<file path="config.mk">
export PLATFORM = sky130hd
export DESIGN_NAME = base64_stream_encoder
export DESIGN_NICKNAME = d
export VERILOG_FILES = /design/src/sv/b64e_pkg.sv /design/src/sv/b64e_front.sv /design/src/sv/b64e_queue.sv /design/src/sv/b64e_back.sv /design/src/sv/base64_stream_encoder.sv
export SDC_FILE = /design/constraint.sdc
export NUM_CORES = 1
export LEC_CHECK = 0
export ABC_AREA = 1
export BUFFER_PORTS_ARGS = -buffer_cell sky130_fd_sc_hd__buf_2
export CORE_UTILIZATION = 45
export CTS_CLUSTER_SIZE = 30
export DETAILED_ROUTE_END_ITERATION = 6
export PLACE_DENSITY = 0.74
export SYNTH_ARGS = -nofsm -noshare
export SYNTH_HDL_FRONTEND = slang
export SYNTH_SLANG_ARGS = --single-unit
export TNS_END_PERCENT = 30
</file>
<file path="constraint.sdc">
create_clock -name clk_i -period 2.5 [get_ports clk_i]
set_clock_uncertainty 0.05 [all_clocks]
set_input_delay 0.5 -clock clk_i [delete_from_list [all_inputs] [get_ports clk_i]]
set_output_delay 0.5 -clock clk_i [all_outputs]
set_load 0.01 [all_outputs]
</file>
<file path="src/sv/b64e_pkg.sv">
// Shared types and the character table of the base64 stream encoder.
// No dependencies; used by the front end, group queue, back end and checker.
package b64e_pkg;

  localparam int unsigned ByteW     = 8;
  localparam int unsigned WordW     = 24;   // one 3-byte group
  localparam int unsigned SextetW   = 6;
  localparam int unsigned QueueDepth = 2;

  localparam logic [7:0] PadChar = 8'h3D;   // '='

  // Character slot within an output group
  typedef enum logic [1:0] {
    SLOT_0 = 2'd0,
    SLOT_1 = 2'd1,
    SLOT_2 = 2'd2,
    SLOT_3 = 2'd3
  } slot_e;

  // Byte count of a group
  localparam logic [1:0] CntOne   = 2'd1;
  localparam logic [1:0] CntTwo   = 2'd2;
  localparam logic [1:0] CntThree = 2'd3;

  // One classified group handed from front to back
  typedef struct packed {
    logic [WordW-1:0] word;    // first byte in 23:16, zero filled
    logic [1:0]       nbytes;  // 1..3 bytes present
    logic             last;    // group ends the message
  } group_t;

  // Map a 6-bit index to its ASCII character (standard alphabet)
  function automatic logic [7:0] sextet_to_char(input logic [SextetW-1:0] v);
    logic [7:0] ch;
    if (v < 6'd26) begin
      ch = 8'h41 + {2'b00, v};
    end else if (v < 6'd52) begin
      ch = 8'h61 + {2'b00, v} - 8'd26;
    end else if (v < 6'd62) begin
      ch = 8'h30 + {2'b00, v} - 8'd52;
    end else if (v == 6'd62) begin
      ch = 8'h2B;   // '+'
    end else begin
      ch = 8'h2F;   // '/'
    end
    return ch;
  endfunction

  // True for any character the encoder can produce
  function automatic logic is_b64_char(input logic [7:0] ch);
    return ((ch >= 8'h41) && (ch <= 8'h5A)) || ((ch >= 8'h61) && (ch <= 8'h7A)) ||
           ((ch >= 8'h30) && (ch <= 8'h39)) || (ch == 8'h2B) || (ch == 8'h2F) ||
           (ch == PadChar);
  endfunction

endpackage

</file>
<file path="src/sv/b64e_front.sv">
// Front end of the base64 encoder: gathers input bytes into 3-byte groups.
// Depends on b64e_pkg; pushes finished groups into b64e_queue.
module b64e_front (
  input  logic                clk_i,
  input  logic                rst_ni,
  input  logic                in_fire_i,    // input word accepted
  input  logic [7:0]          in_byte_i,
  input  logic                in_last_i,
  output logic                push_o,
  output b64e_pkg::group_t    push_group_o
);

  logic [15:0] held_q, held_d;
  logic [1:0]  pos_q, pos_d;
  logic [1:0]  pos_eff;
  logic [1:0]  count;
  logic        complete;
  logic [23:0] word;

  // An unused position code counts as an empty group
  assign pos_eff  = (pos_q == 2'd3) ? 2'd0 : pos_q;
  assign count    = pos_eff + 2'd1;
  assign complete = (count == b64e_pkg::CntThree) || in_last_i;

  // Place the new byte behind the held ones
  always_comb begin
    word = 24'd0;
    case (pos_eff)
      2'd0:    word = {in_byte_i, 16'd0};
      2'd1:    word = {held_q[15:8], in_byte_i, 8'd0};
      2'd2:    word = {held_q, in_byte_i};
      default: word = 24'd0;
    endcase
  end

  // Holding register and position update
  always_comb begin
    held_d = held_q;
    pos_d  = pos_q;
    if (in_fire_i) begin
      if (complete) begin
        held_d = 16'd0;
        pos_d  = 2'd0;
      end else begin
        held_d = word[23:8];
        pos_d  = count;
      end
    end
  end

  always_ff @(posedge clk_i or negedge rst_ni) begin
    if (!rst_ni) begin
      held_q <= 16'd0;
      pos_q  <= 2'd0;
    end else begin
      held_q <= held_d;
      pos_q  <= pos_d;
    end
  end

  assign push_o              = in_fire_i && complete;
  assign push_group_o.word   = word;
  assign push_group_o.nbytes = count;
  assign push_group_o.last   = in_last_i;

endmodule

</file>
<file path="src/sv/b64e_queue.sv">
// Short group queue between the encoder front and back ends.
// Depends on b64e_pkg for the group type.
module b64e_queue #(
  parameter int unsigned Depth = b64e_pkg::QueueDepth   // power of two, at least 2
) (
  input  logic             clk_i,
  input  logic             rst_ni,
  input  logic             push_i,
  input  b64e_pkg::group_t push_group_i,
  output logic             full_o,
  input  logic             pop_i,
  output logic             valid_o,
  output b64e_pkg::group_t pop_group_o
);

  localparam int unsigned PtrW = (Depth > 1) ? $clog2(Depth) : 1;
  localparam int unsigned CntW = $clog2(Depth + 1);

  b64e_pkg::group_t  slots_q [Depth];
  logic [PtrW-1:0]   wr_ptr_q, wr_ptr_d;
  logic [PtrW-1:0]   rd_ptr_q, rd_ptr_d;
  logic [CntW-1:0]   cnt_q, cnt_d;
  logic              do_push, do_pop;

  assign full_o      = (cnt_q == CntW'(Depth));
  assign valid_o     = (cnt_q != '0);
  assign pop_group_o = slots_q[rd_ptr_q];
  assign do_push     = push_i && !full_o;
  assign do_pop      = pop_i && valid_o;

  // Pointer and fill count
  always_comb begin
    wr_ptr_d = do_push ? wr_ptr_q + PtrW'(1) : wr_ptr_q;
    rd_ptr_d = do_pop  ? rd_ptr_q + PtrW'(1) : rd_ptr_q;
    cnt_d    = cnt_q;
    if (do_push && !do_pop) begin
      cnt_d = cnt_q + CntW'(1);
    end else if (do_pop && !do_push) begin
      cnt_d = cnt_q - CntW'(1);
    end
  end

  always_ff @(posedge clk_i or negedge rst_ni) begin
    if (!rst_ni) begin
      wr_ptr_q <= '0;
      rd_ptr_q <= '0;
      cnt_q    <= '0;
    end else begin
      wr_ptr_q <= wr_ptr_d;
      rd_ptr_q <= rd_ptr_d;
      cnt_q    <= cnt_d;
    end
  end

  // Entry storage, no reset needed
  always_ff @(posedge clk_i) begin
    if (do_push) begin
      slots_q[wr_ptr_q] <= push_group_i;
    end
  end

endmodule

</file>
<file path="src/sv/b64e_back.sv">
// Back end of the base64 encoder: turns one group into four characters.
// Depends on b64e_pkg; pulls groups from b64e_queue, drives the output register.
module b64e_back (
  input  logic             clk_i,
  input  logic             rst_ni,
  input  logic             q_valid_i,
  input  b64e_pkg::group_t q_group_i,
  output logic             q_pop_o,
  output logic             out_valid_o,
  input  logic             out_ready_i,
  output logic [7:0]       out_char_o,
  output logic             out_last_o
);

  b64e_pkg::group_t cur_q, cur_d;
  logic             busy_q, busy_d;
  b64e_pkg::slot_e  slot_q, slot_d;
  logic             ovalid_q, ovalid_d;
  logic [7:0]       ochar_q, ochar_d;
  logic             olast_q, olast_d;
  logic             advance;
  logic             last_slot;
  logic [7:0]       ch;

  assign advance   = busy_q && (!ovalid_q || out_ready_i);
  assign last_slot = (slot_q == b64e_pkg::SLOT_3);
  assign q_pop_o   = q_valid_i && (!busy_q || (advance && last_slot));

  // Character for the current slot, with '=' for missing sextets
  always_comb begin
    ch = b64e_pkg::PadChar;
    case (slot_q)
      b64e_pkg::SLOT_0: ch = b64e_pkg::sextet_to_char(cur_q.word[23:18]);
      b64e_pkg::SLOT_1: ch = b64e_pkg::sextet_to_char(cur_q.word[17:12]);
      b64e_pkg::SLOT_2: ch = (cur_q.nbytes != b64e_pkg::CntOne) ?
                             b64e_pkg::sextet_to_char(cur_q.word[11:6]) : b64e_pkg::PadChar;
      b64e_pkg::SLOT_3: ch = (cur_q.nbytes == b64e_pkg::CntThree) ?
                             b64e_pkg::sextet_to_char(cur_q.word[5:0]) : b64e_pkg::PadChar;
      default:          ch = b64e_pkg::PadChar;
    endcase
  end

  // Group sequencing and output register
  always_comb begin
    cur_d    = cur_q;
    busy_d   = busy_q;
    slot_d   = slot_q;
    ovalid_d = ovalid_q;
    ochar_d  = ochar_q;
    olast_d  = olast_q;

    if (advance) begin
      ovalid_d = 1'b1;
      ochar_d  = ch;
      olast_d  = cur_q.last && last_slot;
      if (last_slot) begin
        busy_d = q_valid_i;
        slot_d = b64e_pkg::SLOT_0;
      end else begin
        slot_d = b64e_pkg::slot_e'(slot_q + 2'd1);
      end
    end else if (out_ready_i) begin
      ovalid_d = 1'b0;
    end

    if (q_pop_o) begin
      cur_d  = q_group_i;
      busy_d = 1'b1;
      slot_d = b64e_pkg::SLOT_0;
    end
  end

  always_ff @(posedge clk_i or negedge rst_ni) begin
    if (!rst_ni) begin
      busy_q   <= 1'b0;
      slot_q   <= b64e_pkg::SLOT_0;
      ovalid_q <= 1'b0;
    end else begin
      busy_q   <= busy_d;
      slot_q   <= slot_d;
      ovalid_q <= ovalid_d;
    end
  end

  always_ff @(posedge clk_i) begin
    cur_q   <= cur_d;
    ochar_q <= ochar_d;
    olast_q <= olast_d;
  end

  assign out_valid_o = ovalid_q;
  assign out_char_o  = ochar_q;
  assign out_last_o  = olast_q;

endmodule

</file>
<file path="src/sv/base64_stream_encoder.sv">
// Top level of the streaming base64 encoder (standard alphabet, '=' padding).
// Depends on b64e_pkg, b64e_front, b64e_queue and b64e_back.
//
// Bytes come in on s_axis with tlast on the final byte of a message; characters go out on
// m_axis with tlast on the final character. A byte is taken whenever the group queue has
// room; every third byte, or a final byte, closes a group that the back end turns into four
// characters, one per cycle from its output register while m_axis_tready is high, so the
// output side sets the sustained input rate. The first character of a group passes through
// the queue, the back end's group register and its output register, and the queue holds
// QueueDepth closed groups.
module base64_stream_encoder #(
  parameter int unsigned QueueDepth = b64e_pkg::QueueDepth
) (
  input  logic       clk_i,
  input  logic       rst_ni,
  input  logic       s_axis_tvalid,
  output logic       s_axis_tready,
  input  logic [7:0] s_axis_tdata,    // [7:0] in_byte
  input  logic       s_axis_tlast,    // is_final_byte
  output logic       m_axis_tvalid,
  input  logic       m_axis_tready,
  output logic [7:0] m_axis_tdata,    // [7:0] out_char
  output logic       m_axis_tlast     // is_final_char
);

  logic             in_fire;
  logic             push;
  b64e_pkg::group_t push_group;
  logic             q_full;
  logic             q_valid;
  logic             q_pop;
  b64e_pkg::group_t q_group;

  // Accept a byte whenever a closed group would have room
  assign s_axis_tready = !q_full;
  assign in_fire       = s_axis_tvalid && s_axis_tready;

  b64e_front u_front (
    .clk_i        (clk_i),
    .rst_ni       (rst_ni),
    .in_fire_i    (in_fire),
    .in_byte_i    (s_axis_tdata),
    .in_last_i    (s_axis_tlast),
    .push_o       (push),
    .push_group_o (push_group)
  );

  b64e_queue #(
    .Depth (QueueDepth)
  ) u_queue (
    .clk_i        (clk_i),
    .rst_ni       (rst_ni),
    .push_i       (push),
    .push_group_i (push_group),
    .full_o       (q_full),
    .pop_i        (q_pop),
    .valid_o      (q_valid),
    .pop_group_o  (q_group)
  );

  b64e_back u_back (
    .clk_i       (clk_i),
    .rst_ni      (rst_ni),
    .q_valid_i   (q_valid),
    .q_group_i   (q_group),
    .q_pop_o     (q_pop),
    .out_valid_o (m_axis_tvalid),
    .out_ready_i (m_axis_tready),
    .out_char_o  (m_axis_tdata),
    .out_last_o  (m_axis_tlast)
  );

endmodule

</file>
==> results of run 1 <==
synthesized netlist by cell type (5+ instances only):
master	count
sky130_fd_sc_hd__clkinv_1	5
sky130_fd_sc_hd__a21oi_1	29
sky130_fd_sc_hd__ha_1	47
sky130_fd_sc_hd__nand3_1	55
sky130_fd_sc_hd__clkbuf_1	6
sky130_fd_sc_hd__o21ai_0	27
sky130_fd_sc_hd__nand4_1	13
sky130_fd_sc_hd__inv_2	10
sky130_fd_sc_hd__nor2_2	5
sky130_fd_sc_hd__o22ai_1	35
sky130_fd_sc_hd__xor2_1	11
sky130_fd_sc_hd__nor2_1	42
sky130_fd_sc_hd__dfrtp_1	26
sky130_fd_sc_hd__inv_1	115
sky130_fd_sc_hd__edfxtp_1	90
sky130_fd_sc_hd__nand2_1	256
sky130_fd_sc_hd__o21ai_1	7
metrics by stage:
stage / instances / util / hold WS, ns / power [W] / setup WS, ns
2_1_floorplan: 812 / - / 0.1544 / 0.006707 / -0.03323
3_3_place_gp: 1015 / 0.4912 / 0.4435 / 0.007911 / 0.2558
3_5_place_dp: 1015 / 0.4912 / 0.4454 / 0.007920 / 0.2633
4_1_cts: 1047 / 0.5340 / 0.05759 / 0.01055 / 0.2419
5_1_grt: 1047 / 0.5340 / 0.08692 / 0.01133 / 0.001707
6_report: 1047 / 0.5340 / 0.05117 / 0.01055 / 0.2356
where the power goes:
part,internal (W),switching (W)
registers,0.00299,0.000408
clock network,0.00167,0.000909
logic,0.00151,0.00306
total,0.00617,0.00438
layer usage:
layer / routed length [um] / share of wire / GRT usage
met5: 0 / 0 / 0
met4: 263 / 0.017 / 0.07676
met3: 624 / 0.041 / 0.04236
met2: 7052 / 0.47 / 0.3271
met1: 7102 / 0.47 / 0.2700
cell families after synthesis:
group | Yosys count | share of synthesized area
simple gates | 382 | 0.2321
buf+inv | 144 | 0.08443
flops | 116 | 0.4887
compound gates | 109 | 0.09118
fa+ha+maj | 47 | 0.08570
xor+xnor | 14 | 0.01787
final timing paths:
kind,to,start,slack (ns),cells after the start
min,u_front.held_q[5],rst_ni,0.05,1
max reg2reg,u_back.out_char_o[4],u_back.cur_q[5],0.24,13
max,u_back.out_char_o[4],u_back.cur_q[5],0.24,13
min reg2reg,u_back.cur_q[13],u_queue.slots_q[0][13],0.45,2
min in group clk_i,u_queue.slots_q[1][0],s_axis_tlast,0.27,1
max in group asynchronous,u_back.out_valid_o,rst_ni,1.92,1
state kept, by name, indices dropped and copies added (netlist names):
signal,flops
u_back.out_valid_o,1
u_back.cur_q,27
u_front.held_q,16
u_back.slot_q,2
u_back.out_last_o,1
u_queue.rd_ptr_q,1
u_queue.wr_ptr_q,1
u_back.out_char_o,8
u_queue.slots_q,54
u_front.pos_q,2
u_back.busy_q,1
u_queue.cnt_q,2
worst register-to-register path, stage by stage, from the launching register on:
cell and delay, ns:
sky130_fd_sc_hd__edfxtp_1 0.51, sky130_fd_sc_hd__inv_1 0.20, sky130_fd_sc_hd__ha_1 0.20, sky130_fd_sc_hd__inv_1 0.07
sky130_fd_sc_hd__nand2_1 0.11, sky130_fd_sc_hd__inv_1 0.13, sky130_fd_sc_hd__nor2_1 0.17, sky130_fd_sc_hd__nand2_1 0.07
sky130_fd_sc_hd__nand3_1 0.09, sky130_fd_sc_hd__nand2_1 0.07, sky130_fd_sc_hd__nand2_1 0.06, sky130_fd_sc_hd__nand2_1 0.05
sky130_fd_sc_hd__nor2_1 0.16, sky130_fd_sc_hd__nor2_1 0.07
cells in the final DEF (no fill, tap or decap), types with 17 or more instances in the layout:
master	synthesis	routed
sky130_fd_sc_hd__nand2_1	256	256
sky130_fd_sc_hd__inv_1	115	115
sky130_fd_sc_hd__edfxtp_1	90	90
sky130_fd_sc_hd__nand3_1	55	55
sky130_fd_sc_hd__ha_1	47	47
sky130_fd_sc_hd__nor2_1	42	40
sky130_fd_sc_hd__o22ai_1	35	35
sky130_fd_sc_hd__a21oi_1	29	29
sky130_fd_sc_hd__o21ai_0	27	27
sky130_fd_sc_hd__dfrtp_1	26	26
sky130_fd_sc_hd__buf_2	4	23
sky130_fd_sc_hd__clkbuf_16	0	17
layout make-up:
type	instances	area, um^2	share of cell area
flip-flops and latches	116	3353	0.4272
multi-input cells	552	2934	0.3738
inverters	130	488.0	0.06217
clock buffers	17	425.4	0.05420
well taps	184	230.2	0.02933
repair buffers	33	215.2	0.02742
clock inverters	15	202.7	0.02582
==> impl_metrics.ini, run 1 <==
[synth]
syn-instance-count = 812
yosys_register_bits = 116
netlist-cell-type-count = 35
syn_area_per_cell_um2 = 8.450
ys_async_sr_fraction = 0.2241
ys.flop_type = sky130_fd_sc_hd__edfxtp_1
post-synth-top-area-fraction = 0.3939
ys_seq_area_frac = 0.4887
syn-num-nets = 872
yosysWarningCount = 0
yosys-top-cells-area = sky130_fd_sc_hd__edfxtp_1, sky130_fd_sc_hd__nand2_1, sky130_fd_sc_hd__dfrtp_1
synthDominantAreaCellType = sky130_fd_sc_hd__edfxtp_1
synth_enable_flop_cells = 90
post_syn_area_um2 = 6862

[worst_setup_path]
critPathMaxFanout = 7
critPathMostFrequentCell = sky130_fd_sc_hd__nand2_1
critPathKind = reg2reg
cell_family_with_most_cp_delay = simple AND/OR/NAND/NOR gates
critical_path.max_stage_delay_ns = 0.51
critical_path.slowest_cell = sky130_fd_sc_hd__edfxtp_1
timing.critical_path.buf_inv = 3
setup.worst_path.end_class = register
critPathLaunchType = register
worst_ep_arrival_time_ns = 2.38
critical_path.cell_chain = inv_1 -> ha_1 -> inv_1 -> nand2_1 -> inv_1 -> nor2_1 -> nand2_1 -> nand3_1 -> nand2_1 -> nand2_1 -> nand2_1 -> nor2_1 -> nor2_1
cp_data_required_time_ns = 2.61

[final_layout]
layout-area-overhead-vs-synth_pct = 14.39
final.fill_count = 1268
antenna_cells = 0
drive_gt1_frac = 0.1043
finalInstanceArea_um2 = 7849
finish.net_count = 910

[placed_design]
gp_congestion = 0.9521
dpl_cell_area_um2 = 7221
detailed_place_hpwl_um = 10640
port-buffer-count = 23

[detailed_routing]
drt-total-wl_um = 15040
wl_per_cell_um = 14.37
number_of_search_and_repair_iterations_in_the_first_detailed_routing_pass = 7
route.vias.total = 5404
route.antenna.remaining_nets = 0
drt_iter0_drc = 433
via_per_inst = 5.161
drc_errors_left = 3

[sta]
period_needed_ns = 2.264
timing.fmax_mhz = 441.6
hold_viol = 0
finalSetupViolations = 0
worst-slew-pin-transition_ns = 0.6373
setup_repair_after_global_routing_missed_its_margin = no
setup_tns_final_ns = 0
drv_slew = 0
finalCritPeriodShare = 0.9057
max_slew_margin = 0.5752

[status]
outcome = complete, but fails checks
violations_in_the_final_reports = DRC

[global_route]
grt_antenna_before_repair = 0
number_of_global_route_vias_before_repair = 5089
largest_net_degree_at_the_start_of_global_routing = 29
grt.total_usage = 0.2033
grt_overflow = 0
global_route_wire_length_before_repair_um = 25070

[flow_run]
max-cap-violations = 0

[die]
num_rows = 44
pin_count = 24
core_um2 = 14700
die_h_um = 125.5
die_area_um2 = 15750
die_width_um = 125.5
initial_cell_density_of_the_core = 0.4668

[hold_path]
min-delay-path-class = in2async

[clock_tree]
tritoncts.num_buffers = 17
worst_setup_hold_path_clk_slew_ns = 0.06
tritoncts_clock_tree = yes
cts_max_path_buffers = 2
root_buffer = sky130_fd_sc_hd__clkbuf_16
hold_buffer_count_at_cts = 0
cts_max_level = 4
insertion_delay_ns = 0.42
cts_setup_buffers = 0
cts.repair.resized = 0
number_of_sinks_on_the_clock_net = 116

[power_and_ir_drop]
p_per_area_nw_per_um2 = 1344
max-vdd-ir-drop_v = 0.0009299
power.static_leakage_nw = 3.711
(Power assumes the default switching activity.)
==> inputs of run 2 (changes only) <==
--- a/config.mk
+++ b/config.mk
@@ -5,8 +5,8 @@
 export SDC_FILE = /design/constraint.sdc
 export NUM_CORES = 1
 export LEC_CHECK = 0
-export ABC_AREA = 1
 export BUFFER_PORTS_ARGS = -buffer_cell sky130_fd_sc_hd__buf_2
+export CORE_MARGIN = 8
 export CORE_UTILIZATION = 45
 export CTS_CLUSTER_SIZE = 30
 export DETAILED_ROUTE_END_ITERATION = 6
==> run 2 against run 1 <==
- the run now ends clean
- total power fell by 20%
- fmax down 6.9%
- flip-flop and latch count is the same
- die area up 20%
- register-to-register slack got worse by 0.17 ns
- cell count is 21% lower
- global-route usage is 3.7 points lower
- combinational power down 37%
- routed wire length increased by 1.3%
- setup slack got worse by 0.17 ns
- largest power group is now sequential cells
- sequential share of layout area rose by 0.75 points
==> impl_metrics.ini, run 2 <==
[status]
outcome = finished clean

[power_and_ir_drop]
power.static_leakage_nw = 3.085
power_frac_seq = 0.368
internal-power_w = 0.005643
p_switching_w = 0.002797
netSwitchingFraction = 0.3314
power.share.combinational = 0.341
p_per_area_nw_per_um2 = 1094
clock_power_share = 0.291
max-vdd-ir-drop_v = 0.0008541

[synth]
syn_area_per_cell_um2 = 11.41
synth_enable_flop_cells = 90
synth.mux.area_fraction = 0.05171
yosys-top-cells-area = sky130_fd_sc_hd__edfxtp_1, sky130_fd_sc_hd__dfrtp_1, sky130_fd_sc_hd__ha_1
ys_seq_area_frac = 0.5039
yosys.area_share.simple = 0.1042
yosysWarningCount = 0
netlist-cell-type-count = 61
ys_async_sr_fraction = 0.2241
post-synth-top-area-fraction = 0.4062
post_syn_area_um2 = 6654
synth_xor_area_frac = 0.03422
synth-adder-area-share = 0.08838
yosys_register_bits = 116
synthTopCellsByCount = sky130_fd_sc_hd__edfxtp_1, sky130_fd_sc_hd__ha_1, sky130_fd_sc_hd__inv_1
synthDominantAreaCellType = sky130_fd_sc_hd__edfxtp_1
share_of_the_synthesized_area_in_compound_gates_ao_oa_aoi_oai = 0.1766
most_frequently_used_cell_type_in_the_post_synthesis_netlist = sky130_fd_sc_hd__edfxtp_1
synth_top_family_by_area = compound AO/OA/AOI/OAI gates
syn-num-nets = 643
ys.flop_type = sky130_fd_sc_hd__edfxtp_1
syn-instance-count = 583

[worst_setup_path]
cp_data_required_time_ns = 2.60
critical_path.cell_chain = inv_1 -> buf_4 -> ha_1 -> a21o_1 -> a21oi_2 -> a41o_1 -> a31oi_1 -> o41a_1
critPathMaxFanout = 5
setup.worst_path.end_class = register
timing.critical_path.buf_inv = 2
critical_path.slowest_cell = sky130_fd_sc_hd__edfxtp_1
worst_ep_arrival_time_ns = 2.54
critPathKind = reg2reg
regToRegSetupSlack_ns = 0.07
cell_family_with_most_cp_delay = compound AO/OA/AOI/OAI gates
critPathLaunchType = register
critical_path.max_stage_delay_ns = 0.45

[die]
die_width_um = 137.6
num_rows = 44
die_h_um = 137.6
pin_count = 24
core_um2 = 14480
die_area_um2 = 18930
initial_cell_density_of_the_core = 0.4596

[final_layout]
finalInstanceArea_um2 = 7714
commonest_cells_after_routing_fill_and_taps_aside = sky130_fd_sc_hd__edfxtp_1, sky130_fd_sc_hd__ha_1, sky130_fd_sc_hd__inv_1, sky130_fd_sc_hd__nand2_1, sky130_fd_sc_hd__buf_4
drive_gt1_frac = 0.1894
largest_register = u_queue.slots_q
antenna_cells = 0
mostFrequentLayoutCell = sky130_fd_sc_hd__edfxtp_1
layout-area-overhead-vs-synth_pct = 15.93
largest_reg_flops = 54
reg.largest.list = u_queue.slots_q x54, u_back.cur_q x27, u_front.held_q x16
finish.net_count = 686
post-route-util = 0.5328

[sta]
period_needed_ns = 2.432
setup_tns_final_ns = 0
setup_repair_after_global_routing_missed_its_margin = yes
worst-slew-pin-transition_ns = 1.012
max_slew_margin = 0.3214
finalHoldWorstSlack_ns = 0.05903
drv_slew = 0
layout_setup_ws_ns = 0.06763
finalSetupViolations = 0
hold_viol = 0
timing.fmax_mhz = 411.1
finalCritPeriodShare = 0.9729

[global_route]
grt_util_met3 = 0.04340
grt.total_usage = 0.1668
global_route_wire_length_before_repair_um = 24410
largest_net_degree_at_the_start_of_global_routing = 31
grt_use_met2 = 0.2692
number_of_global_route_vias_before_repair = 4794
use_met1 = 0.2054
grt_antenna_before_repair = 0
grt_overflow = 0
grt_most_used_layer = met2

[flow_run]
max-cap-violations = 0

[detailed_routing]
number_of_search_and_repair_iterations_in_the_first_detailed_routing_pass = 5
wl_per_cell_um = 18.52
drt-total-wl_um = 15250
via_per_inst = 5.881
drt_iter0_drc = 366
route.vias.total = 4840
drc_errors_left = 0
route.antenna.remaining_nets = 0

[clock_tree]
root_buffer = sky130_fd_sc_hd__clkbuf_16
cts_max_path_buffers = 2
hold_buffer_count_at_cts = 0
insertion_delay_ns = 0.41
number_of_sinks_on_the_clock_net = 116
worst_setup_hold_path_clk_slew_ns = 0.05
cts_max_level = 4
tritoncts_clock_tree = yes
tritoncts.num_buffers = 17

[placed_design]
detailed_place_hpwl_um = 11280
gp_congestion = 0.9651
port-buffer-count = 23
dpl_cell_area_um2 = 7106
dpl_worst_slack_ns = 0.09944

[hold_path]
min-delay-path-class = in2async
-- run 2: cell types whose count changed after synthesis, moves of 10 or more --
cell,previous run,this run
sky130_fd_sc_hd__a22oi_1,0,10
sky130_fd_sc_hd__mux2_2,0,27
sky130_fd_sc_hd__and2_1,0,12
sky130_fd_sc_hd__nor3_1,3,13
sky130_fd_sc_hd__nand3_1,55,19
sky130_fd_sc_hd__xnor2_1,3,15
sky130_fd_sc_hd__nand2_1,256,30
sky130_fd_sc_hd__inv_1,115,37
sky130_fd_sc_hd__a22o_1,0,24
sky130_fd_sc_hd__clkbuf_1,6,20
sky130_fd_sc_hd__inv_2,10,0
sky130_fd_sc_hd__nor2_1,42,26
sky130_fd_sc_hd__o22ai_1,35,2
-- run 2: final cells by class --
cell class	count	area [um^2]
clock inverter	11	160.2
timing repair buffer	53	340.3
inverter	37	138.9
multi-input combinational	401	3050
tap	184	230.2
clock buffer	21	440.4
fill	1225	6765
sequential	116	3353
-- run 2: kinds of logic after synthesis --
logic type | Yosys count
AOI/OAI and AO/OA | 161
and+or+nand+nor | 136
DFF | 116
buffers and inverters | 66
adders and majority gates | 47
muxes | 31
xor gates and xnor gates | 26
-- run 2: routing by layer --
layer,vias to the layer above,part of all wire
li1,2283,-
met1,2345,0.44
met2,178,0.48
met3,34,0.051
met4,0,0.027
met5,-,0
-- run 2: power by group through the flow --
stage          Sequential [W]  Clock (W)  Combinational [W]
4_1_cts               0.00311    0.00249            0.00286
3_5_place_dp          0.00314          0            0.00283
6_report              0.00311    0.00245            0.00288
5_1_grt               0.00316    0.00257            0.00314
2_1_floorplan         0.00308          0            0.00203
3_3_place_gp          0.00310          0            0.00276
-- run 2: path summary, 6_finish.rpt --
kind	startpoint	end	cells past startpoint
hold reg to reg	u_queue.cnt_q[1]	u_queue.cnt_q[1]	1
setup reg to reg	u_back.cur_q[5]	u_back.out_char_o[6]	8
min in group clk_i	s_axis_tlast	u_queue.slots_q[0][0]	1
hold / removal	rst_ni	u_front.held_q[5]	1
setup / recovery	u_back.cur_q[5]	u_back.out_char_o[6]	8
max in group asynchronous	rst_ni	u_back.slot_q[1]	1
-- run 2: repair_timing --
action | CTS | global route
setup buffers | 0 | 0
resized for setup | 0 | 3
setup endpoints to repair | 0 | 5
-- run 2: stage by stage --
step           total power (W)  cells
2_1_floorplan         0.005112    583
3_3_place_gp          0.005856    791
3_5_place_dp          0.005964    791
4_1_cts               0.008453    823
5_1_grt               0.008871    823
6_report              0.008440    823
-- run 2: worst reg2reg max path: cells and delay by family (launching register included) --
kind / cells / cell delay, ns
compound gates: 5 / 1.20
flops: 1 / 0.45
fa+ha+maj: 1 / 0.25
buf+inv: 2 / 0.23
